===== config.mk =====
export PLATFORM = sky130hd
export DESIGN_NAME = sha256_hash_engine
export DESIGN_NICKNAME = d
export VERILOG_FILES = /design/src/sha_pkg.sv /design/src/sha_front.sv /design/src/sha_core.sv /design/src/sha256_hash_engine.sv
export VERILOG_INCLUDE_DIRS = /design/src /design/src/src
export SDC_FILE = /design/constraint.sdc
export NUM_CORES = 2
export LEC_CHECK = 0
export BUFFER_PORTS_ARGS = -buffer_cell sky130_fd_sc_hd__buf_2
export CAP_MARGIN = 20
export CORE_MARGIN = 4
export CORE_UTILIZATION = 53
export CTS_BUF_LIST = sky130_fd_sc_hd__clkbuf_8
export CTS_CLUSTER_DIAMETER = 120
export DETAILED_ROUTE_END_ITERATION = 10
export GPL_ROUTABILITY_DRIVEN = 0
export PLACE_DENSITY_LB_ADDON = 0.15
export SYNTH_ARGS = -nofsm -noshare
export SYNTH_HDL_FRONTEND = slang
export SYNTH_SLANG_ARGS = --single-unit

===== constraint.sdc =====
create_clock -name i_clk -period 17.45 [get_ports i_clk]
set_input_delay 1.745 -clock i_clk [delete_from_list [all_inputs] [get_ports i_clk]]
set_output_delay 1.745 -clock i_clk [all_outputs]
set_load 0.005 [all_outputs]

===== src/assert_macros.svh =====
// Assertion helpers shared by the RTL
`ifndef ASSERT_MACROS_SVH
`define ASSERT_MACROS_SVH

// Implication checked at every clock, disabled in reset
`define ASSERT_IMPL(lbl, clk, rst_n, ante, cons) \
    lbl: assert property (@(posedge clk) disable iff (!rst_n) (ante) |-> (cons)) \
        else $error("assertion failed");

// Next-cycle implication
`define ASSERT_NEXT(lbl, clk, rst_n, ante, cons) \
    lbl: assert property (@(posedge clk) disable iff (!rst_n) (ante) |=> (cons)) \
        else $error("assertion failed");

`endif


===== src/sha_pkg.sv =====
package sha_pkg;

    localparam int unsigned QDepth = 4;

    // Queue entry from the front part
    typedef struct packed {
        logic [31:0] data;
        logic [2:0]  cnt;
        logic        last;
    } t_item;

    localparam logic [31:0] K_TAB [64] = '{
        32'h428A2F98, 32'h71374491, 32'hB5C0FBCF, 32'hE9B5DBA5, 32'h3956C25B, 32'h59F111F1,
        32'h923F82A4, 32'hAB1C5ED5, 32'hD807AA98, 32'h12835B01, 32'h243185BE, 32'h550C7DC3,
        32'h72BE5D74, 32'h80DEB1FE, 32'h9BDC06A7, 32'hC19BF174, 32'hE49B69C1, 32'hEFBE4786,
        32'h0FC19DC6, 32'h240CA1CC, 32'h2DE92C6F, 32'h4A7484AA, 32'h5CB0A9DC, 32'h76F988DA,
        32'h983E5152, 32'hA831C66D, 32'hB00327C8, 32'hBF597FC7, 32'hC6E00BF3, 32'hD5A79147,
        32'h06CA6351, 32'h14292967, 32'h27B70A85, 32'h2E1B2138, 32'h4D2C6DFC, 32'h53380D13,
        32'h650A7354, 32'h766A0ABB, 32'h81C2C92E, 32'h92722C85, 32'hA2BFE8A1, 32'hA81A664B,
        32'hC24B8B70, 32'hC76C51A3, 32'hD192E819, 32'hD6990624, 32'hF40E3585, 32'h106AA070,
        32'h19A4C116, 32'h1E376C08, 32'h2748774C, 32'h34B0BCB5, 32'h391C0CB3, 32'h4ED8AA4A,
        32'h5B9CCA4F, 32'h682E6FF3, 32'h748F82EE, 32'h78A5636F, 32'h84C87814, 32'h8CC70208,
        32'h90BEFFFA, 32'hA4506CEB, 32'hBEF9A3F7, 32'hC67178F2
    };

    localparam logic [31:0] H_INIT [8] = '{
        32'h6A09E667, 32'hBB67AE85, 32'h3C6EF372, 32'hA54FF53A,
        32'h510E527F, 32'h9B05688C, 32'h1F83D9AB, 32'h5BE0CD19
    };

    localparam logic [5:0] PadLimit = 6'd56;
    localparam logic [7:0] PadByte  = 8'h80;

endpackage


===== src/sha_front.sv =====
// Input queue: takes items, saturates byte count, drops empty non-last words
module sha_front (
    input  logic           i_clk,
    input  logic           i_rst_n,
    input  logic           i_push,
    output logic           o_full,
    input  logic [31:0]    i_data_word,
    input  logic [2:0]     i_byte_count,
    input  logic           i_last,
    output logic           o_valid,
    output sha_pkg::t_item o_item,
    input  logic           i_take
);
    import sha_pkg::*;

    t_item       r_mem [QDepth];
    logic [1:0]  r_wp, r_rp;
    logic [2:0]  r_cnt;
    logic        w_acc, w_keep;
    logic [2:0]  w_bc;

    assign o_full  = (r_cnt == 3'(QDepth));
    assign o_valid = (r_cnt != 3'd0);
    assign o_item  = r_mem[r_rp];
    assign w_acc   = i_push && !o_full;
    assign w_bc    = (i_byte_count > 3'd4) ? 3'd4 : i_byte_count;
    assign w_keep  = w_acc && (i_last || (w_bc != 3'd0));

    // Storage
    always_ff @(posedge i_clk) begin
        if (w_keep) begin
            r_mem[r_wp] <= '{data: i_data_word, cnt: w_bc, last: i_last};
        end
    end

    // Pointers
    always_ff @(posedge i_clk) begin
        if (!i_rst_n) begin
            r_wp  <= '0;
            r_rp  <= '0;
            r_cnt <= '0;
        end else begin
            if (w_keep) r_wp <= r_wp + 2'd1;
            if (i_take) r_rp <= r_rp + 2'd1;
            r_cnt <= r_cnt + {2'd0, w_keep} - {2'd0, i_take};
        end
    end
endmodule


===== src/sha_core.sv =====
// Back part: byte packing, padding, 64-round compression, digest output
module sha_core (
    input  logic           i_clk,
    input  logic           i_rst_n,
    input  logic           i_valid,
    input  sha_pkg::t_item i_item,
    output logic           o_take,
    output logic           o_empty,
    input  logic           i_pop,
    output logic [31:0]    o_digest_word,
    output logic [2:0]     o_word_index,
    output logic           o_final_word
);
    import sha_pkg::*;

    typedef enum logic [5:0] {
        S_IDLE = 6'b000001,
        S_BYTE = 6'b000010,
        S_PAD  = 6'b000100,
        S_RND  = 6'b001000,
        S_ADD  = 6'b010000,
        S_OUT  = 6'b100000
    } t_state;

    t_state      r_st, n_st;
    logic [31:0] r_h [8];
    logic [31:0] r_v [8];
    logic [31:0] r_w [16];
    logic [60:0] r_len;
    logic [6:0]  r_rnd;
    logic [31:0] r_data;
    logic [2:0]  r_left;
    logic [1:0]  r_bi;
    logic        r_last;
    logic        r_pad1;     // second pad block still to go
    logic        r_fin;      // current compression is the final one
    logic [2:0]  r_oi;

    logic [5:0]  w_pos;
    logic [7:0]  w_byte;
    logic [31:0] w_wt, w_s0, w_s1, w_wn, w_t1, w_t2, w_ch, w_mj, w_e, w_a;
    logic [63:0] w_bits;

    assign w_pos  = r_len[5:0];
    assign w_byte = r_data[31 - 8*r_bi -: 8];
    assign w_bits = {r_len, 3'b000};
    assign o_take = (r_st == S_IDLE) && i_valid;

    // Schedule word and round logic
    assign w_s0 = {r_w[1][6:0], r_w[1][31:7]} ^ {r_w[1][17:0], r_w[1][31:18]} ^ (r_w[1] >> 3);
    assign w_s1 = {r_w[14][16:0], r_w[14][31:17]} ^ {r_w[14][18:0], r_w[14][31:19]}
                  ^ (r_w[14] >> 10);
    assign w_wn = r_w[0] + w_s0 + r_w[9] + w_s1;
    assign w_wt = r_w[0];
    assign w_e  = r_v[4];
    assign w_a  = r_v[0];
    assign w_ch = (w_e & r_v[5]) ^ (~w_e & r_v[6]);
    assign w_mj = (w_a & r_v[1]) ^ (w_a & r_v[2]) ^ (r_v[1] & r_v[2]);
    assign w_t1 = r_v[7] + ({w_e[5:0], w_e[31:6]} ^ {w_e[10:0], w_e[31:11]}
                  ^ {w_e[24:0], w_e[31:25]}) + w_ch + K_TAB[r_rnd[5:0]] + w_wt;
    assign w_t2 = ({w_a[1:0], w_a[31:2]} ^ {w_a[12:0], w_a[31:13]}
                  ^ {w_a[21:0], w_a[31:22]}) + w_mj;

    // Next state
    always_comb begin
        n_st = r_st;
        case (r_st)
            S_IDLE: if (i_valid) n_st = S_BYTE;
            S_BYTE: begin
                if (r_left != 3'd0) begin
                    if (w_pos == 6'd63) n_st = S_RND;
                end else if (r_last) n_st = S_PAD;
                else n_st = S_IDLE;
            end
            S_PAD:  n_st = S_RND;
            S_RND:  if (r_rnd == 7'd63) n_st = S_ADD;
            S_ADD: begin
                if (r_fin) n_st = S_OUT;
                else if (r_pad1) n_st = S_PAD;
                else n_st = S_BYTE;
            end
            S_OUT:  if (i_pop && r_oi == 3'd7) n_st = S_IDLE;
            default: n_st = S_IDLE;
        endcase
    end

    // Control
    always_ff @(posedge i_clk) begin
        if (!i_rst_n) begin
            r_st  <= S_IDLE;
            r_len <= '0;
            r_rnd <= '0;
            r_oi  <= '0;
            r_fin <= 1'b0;
            r_pad1 <= 1'b0;
            for (int i = 0; i < 8; i++) r_h[i] <= H_INIT[i];
        end else begin
            r_st <= n_st;
            case (r_st)
                S_IDLE: begin
                    r_fin  <= 1'b0;
                    r_pad1 <= 1'b0;
                end
                S_BYTE: if (r_left != 3'd0) r_len <= r_len + 61'd1;
                S_PAD: begin
                    if (!r_pad1) begin
                        if (w_pos + 6'd1 > PadLimit || w_pos == 6'd63) r_pad1 <= 1'b1;
                        else r_fin <= 1'b1;
                    end else begin
                        r_pad1 <= 1'b0;
                        r_fin  <= 1'b1;
                    end
                end
                S_RND: r_rnd <= (r_rnd == 7'd63) ? 7'd0 : r_rnd + 7'd1;
                S_ADD: for (int i = 0; i < 8; i++) r_h[i] <= r_h[i] + r_v[i];
                S_OUT: if (i_pop) begin
                    r_oi <= r_oi + 3'd1;
                    if (r_oi == 3'd7) begin
                        r_len <= '0;
                        for (int i = 0; i < 8; i++) r_h[i] <= H_INIT[i];
                    end
                end
                default: ;
            endcase
        end
    end

    // Datapath
    always_ff @(posedge i_clk) begin
        case (r_st)
            S_IDLE: if (i_valid) begin
                r_data <= i_item.data;
                r_left <= i_item.cnt;
                r_last <= i_item.last;
                r_bi   <= '0;
            end
            S_BYTE: if (r_left != 3'd0) begin
                r_w[w_pos[5:2]][31 - 8*w_pos[1:0] -: 8] <= w_byte;
                r_left <= r_left - 3'd1;
                r_bi   <= r_bi + 2'd1;
                if (w_pos == 6'd63) for (int i = 0; i < 8; i++) r_v[i] <= r_h[i];
            end
            S_PAD: begin
                for (int i = 0; i < 16; i++) begin
                    for (int b = 0; b < 4; b++) begin
                        if (!r_pad1) begin
                            if (6'(4*i + b) == w_pos)
                                r_w[i][31 - 8*b -: 8] <= PadByte;
                            else if (6'(4*i + b) > w_pos)
                                r_w[i][31 - 8*b -: 8] <= 8'h00;
                        end else begin
                            r_w[i][31 - 8*b -: 8] <= 8'h00;
                        end
                    end
                end
                if (r_pad1 || !(w_pos + 6'd1 > PadLimit || w_pos == 6'd63)) begin
                    r_w[14] <= w_bits[63:32];
                    r_w[15] <= w_bits[31:0];
                end
                for (int i = 0; i < 8; i++) r_v[i] <= r_h[i];
            end
            S_RND: begin
                for (int i = 0; i < 15; i++) r_w[i] <= r_w[i+1];
                r_w[15] <= w_wn;
                r_v[7] <= r_v[6]; r_v[6] <= r_v[5]; r_v[5] <= r_v[4];
                r_v[4] <= r_v[3] + w_t1;
                r_v[3] <= r_v[2]; r_v[2] <= r_v[1]; r_v[1] <= r_v[0];
                r_v[0] <= w_t1 + w_t2;
            end
            default: ;
        endcase
    end

    assign o_empty       = (r_st != S_OUT);
    assign o_digest_word = r_h[r_oi];
    assign o_word_index  = r_oi;
    assign o_final_word  = (r_oi == 3'd7);
endmodule


===== src/sha256_hash_engine.sv =====
// SHA-256 engine.
// Input channel: push/full with data_word, byte_count (0..4, above 4 counts
// as 4) and last. Bytes are big-endian, first byte in bits 31:24.
// A four-item queue holds input items while the core works.
// The core takes one item from the queue while idle, packs one byte per
// cycle while no block is being compressed and then closes the item.
// A full 64-byte block then runs one round per cycle, 64 rounds, followed
// by a final add of the working values into the hash state; the engine
// rate is set by byte packing and the single round unit.
// On last the core pads (a pad step ahead of each block, one extra block when
// over 55 bytes remain), then shows the eight digest words H0..H7 on the
// empty/pop channel in order, one per cycle while popped; final_word marks H7.
// The core waits while the receiver stalls; new items still queue up until it is full.
// After the eighth word is popped the hash state reloads the standard
// initial values and the length count clears.
// Reset (synchronous, active low) empties the queue, loads the initial
// values and clears the length count; no clearing pass.
module sha256_hash_engine (
    input  logic        i_clk,
    input  logic        i_rst_n,
    input  logic        push,
    output logic        full,
    input  logic [31:0] i_data_word,
    input  logic [2:0]  i_byte_count,
    input  logic        i_last,
    output logic        empty,
    input  logic        pop,
    output logic [31:0] o_digest_word,
    output logic [2:0]  o_word_index,
    output logic        o_final_word
);
    import sha_pkg::*;

    logic  w_valid, w_take;
    t_item w_item;

    sha_front u_front (
        .i_clk, .i_rst_n, .i_push(push), .o_full(full),
        .i_data_word, .i_byte_count, .i_last,
        .o_valid(w_valid), .o_item(w_item), .i_take(w_take)
    );

    sha_core u_core (
        .i_clk, .i_rst_n, .i_valid(w_valid), .i_item(w_item), .o_take(w_take),
        .o_empty(empty), .i_pop(pop),
        .o_digest_word, .o_word_index, .o_final_word
    );

`include "assert_macros.svh"

    `ASSERT_IMPL(a_take_valid, i_clk, i_rst_n, w_take, w_valid)
    `ASSERT_IMPL(a_final_idx, i_clk, i_rst_n, !empty && o_final_word, o_word_index == 3'd7)
    `ASSERT_NEXT(a_idx_step, i_clk, i_rst_n, !empty && pop && !o_final_word,
                 !empty && o_word_index == $past(o_word_index) + 3'd1)
endmodule

==> impl_metrics.json <==
{
  "leakage_nw": 34.07,
  "finalMaxSlewViolations": 0,
  "timing.rr.start": "u_core.r_rnd[3]$_SDFFE_PN0P_",
  "p_int_w": 0.006703,
  "cts_max_path_buffers": 3,
  "multiInputGateArea_um2": 44130,
  "cts_buffers": 219,
  "design_area_um2": 88830,
  "clock_latency_ns": 1.01,
  "finalSetupViolCount": 0,
  "coreArea_um2": 154000,
  "slowest_delay_ns": 0.92,
  "die-area_um2": 161300,
  "cp-startpoint": "u_core.r_rnd[3]$_SDFFE_PN0P_",
  "critical_path_class": "flip-flop to flip-flop",
  "num_vias": 68830,
  "htree_num_levels": 4,
  "fmax_mhz": 96.31,
  "synth_top_family_by_area": "compound AO/OA/AOI/OAI gates",
  "num-fill-cells": 13420,
  "hold_class": "flip-flop to flip-flop",
  "viasPerCell": 6.344,
  "cts_root_buf": "clkbuf_8",
  "p_sw_w": 0.004097,
  "synth_area_um2": 82100,
  "fp.dieH_um": 401.6,
  "synthXorXnorAreaFrac_pct": 6.573,
  "rsz0062_at_grt": "false",
  "synth_warnings": 0,
  "final_antenna_net_count": 0,
  "grt_max_degree": 213,
  "synth_compound_area_share_pct": 17.67,
  "start_util_pct": 53.30,
  "grt_use_total_pct": 33.52,
  "drt-total-wl_um": 279100,
  "min_from": "u_core.r_rnd[6]$_SDFFE_PN0P_",
  "max-cap-violations": 0,
  "synthArstFlopShare_pct": 0,
  "wl_met2_um": 125300,
  "regArea_um2": 35050,
  "portBuffers": 77,
  "synth_top_cells_by_count": "nand2_1 (1495), edfxtp_1 (906), a21oi_1 (825)",
  "tns_ns": 0,
  "synth-seq-cells": 1297,
  "synth_cell_types": 92,
  "synthSimpleGateAreaFrac_pct": 14.05,
  "synthTopCellsByArea": "edfxtp_1 (33%), dfxtp_1 (9.5%), nand2_1 (6.8%)",
  "postSynthCellCount": 8649,
  "status": "finished clean",
  "overflow": 0,
  "fin_nets": 9245,
  "drcViolationCount": 0,
  "arrival_ns": 11.07,
  "placed_area_um2": 84130,
  "worst_pin_slew_ns": 1.145,
  "drive_gt1_share_pct": 8.036,
  "required_ns": 18.14,
  "drt_iter0_markers": 9174,
  "skew_ns": 0.1026,
  "wl_met1_um": 105200,
  "syn2layout_area_growth_pct": 8.188,
  "grt_pass1_vias": 65430,
  "numClockSinks": 1297,
  "rows": 144,
  "syn-num-nets": 9290,
  "wl_per_cell_um": 25.72,
  "sw_frac_of_total_pct": 37.93,
  "slowest_stage": "dfxtp_2",
  "yosysSeqAreaShare_pct": 42.67,
  "place_hpwl_um": 208400,
  "antenna_found_initial": 14,
  "share_seq_of_total_power_pct": 35.9,
  "power.share.combinational_pct": 37.8,
  "critPathCaptureType": "flip-flop",
  "synth_top_cell_by_area": "edfxtp_1",
  "cts_resized": 0,
  "ctsHoldBuffers": 0,
  "cts_tree": "built",
  "dr.max_layer_used": "met5",
  "routed-wl-met3_um": 28910,
  "synth_flop_cell": "edfxtp_1",
  "synth_edf_count": 906,
  "post_cts_buffers": 0,
  "dr.pass1.iters": 9,
  "grt_first_pass_wirelength_um": 412500,
  "critPathMaxFanout": 70,
  "p_per_area_nw_per_um2": 121.6,
  "hold_violations": 0,
  "synthAdderAreaFrac_pct": 11.22,
  "cts.clk_slew.worst_paths_ns": 0.06,
  "post-route-util_pct": 57.66,
  "yosysMostFrequentCell": "nand2_1",
  "io_pins": 78,
  "avgSynthCellArea_um2": 9.493,
  "max-vdd-ir-drop_mv": 0.09417,
  "fin_crit_sh_pct": 59.50,
  "yosys.area.top_type_share_pct": 33.14,
  "worstSetupStartpointType": "flip-flop",
  "min_period_ns": 10.38,
  "relSlewSlack_pct": 23.33,
  "die_w_um": 401.6,
  "clockPowerShare_pct": 26.3,
  "synth_mux_area_share_pct": 4.147
}
[routing by layer]
| layer | vias to the layer above | GRT usage (%) |
|---|---|---|
| li1 | 30880 | - |
| met1 | 33300 | 42.50 |
| met2 | 3758 | 52.52 |
| met3 | 883 | 7.843 |
| met4 | 6 | 19.71 |
| met5 | - | 0 |
[final timing paths]
path | end | slack [ns] | depth (start not counted)
max | u_core.r_v[0][31]$_DFFE_PP_ | 7.07 | 33
min | u_core.r_rnd[6]$_SDFFE_PN0P_ | 0.45 | 1
max reg2reg | u_core.r_v[0][31]$_DFFE_PP_ | 7.07 | 33
min reg2reg | u_core.r_rnd[6]$_SDFFE_PN0P_ | 0.45 | 1
[worst max-delay path, delay by kind of cell (launching register included)]
| family | cells | cell delay [ns] |
|---|---|---|
| compound gates | 15 | 3.74 |
| xor+xnor | 3 | 0.69 |
| fa+ha+maj | 6 | 2.73 |
| buf+inv | 2 | 0.74 |
| flops | 1 | 0.92 |
| mux | 1 | 0.26 |
| simple gates | 6 | 0.98 |
[placed cells by master (no fill, tap or decap), types with 74 or more instances in the layout]
cell and instances:
ha_1 405, clkbuf_8 243, nand2b_1 91, edfxtp_1 906, nor2b_1 74, nand2_1 1494, mux4_2 114, a21oi_1 825
buf_4 84, fa_1 196, a211oi_1 94, xor2_1 223, dfxtp_1 383, buf_2 83, nor2_1 486, inv_1 447
nor3_1 106, o21ai_0 746, a21o_1 175, nand3_1 172, xnor2_1 388
[sequential cells by signal, indices dropped and copies added, names as in the netlist, 3 cells and up, named ones only]
signal	flops
u_core.r_h	256
u_core.r_w	512
u_core.r_data	32
u_core.o_word_index	3
u_core.r_left	3
u_core.r_rnd	7
u_core.r_st	6
u_front.r_mem	144
u_front.r_cnt	3
u_core.r_v	256
u_core.r_len	61
[cell type report]
class / count / share of cell area, %
multi-input cells: 6550 / 49.68
flip-flops and latches: 1297 / 39.46
clock buffers: 243 / 3.765
well taps: 2044 / 2.879
inverters: 364 / 1.541
clock inverters: 172 / 1.407
repair buffers: 172 / 1.248
diodes: 7 / 0.01972
[power groups by stage]
stage | registers [W] | logic (W) | clock network (W)
after floorplan | 0.00382 | 0.00295 | 0
after global placement | 0.00391 | 0.00393 | 0
after detailed placement | 0.00392 | 0.00400 | 0
after CTS | 0.00386 | 0.00403 | 0.00287
after global routing | 0.00389 | 0.00447 | 0.00302
final | 0.00387 | 0.00409 | 0.00284
[logic make-up (layout without fill, tap and decap cells)]
family | Yosys count | in the layout
adders and majority gates | 623 | 623
xor gates and xnor gates | 613 | 613
and+or+nand+nor | 2675 | 2675
AOI/OAI and AO/OA | 2447 | 2447
muxes | 192 | 192
buffers and inverters | 802 | 951
DFF | 1297 | 1297
other | 0 | 7
[per-stage QoR]
| stage | setup slack [ns] | instances | hold WS [ns] | total power [W] |
|---|---|---|---|---|
| finish | 7.066 | 10850 | 0.4482 | 0.01080 |
| floorplan | 8.568 | 8649 | 0.4254 | 0.006777 |
| global placement | 7.478 | 10410 | 0.4349 | 0.007842 |
| detailed placement | 7.439 | 10420 | 0.4408 | 0.007923 |
| CTS | 7.337 | 10830 | 0.4488 | 0.01076 |
| global route | 6.429 | 10840 | 0.4559 | 0.01138 |
(Power assumes the default switching activity.)
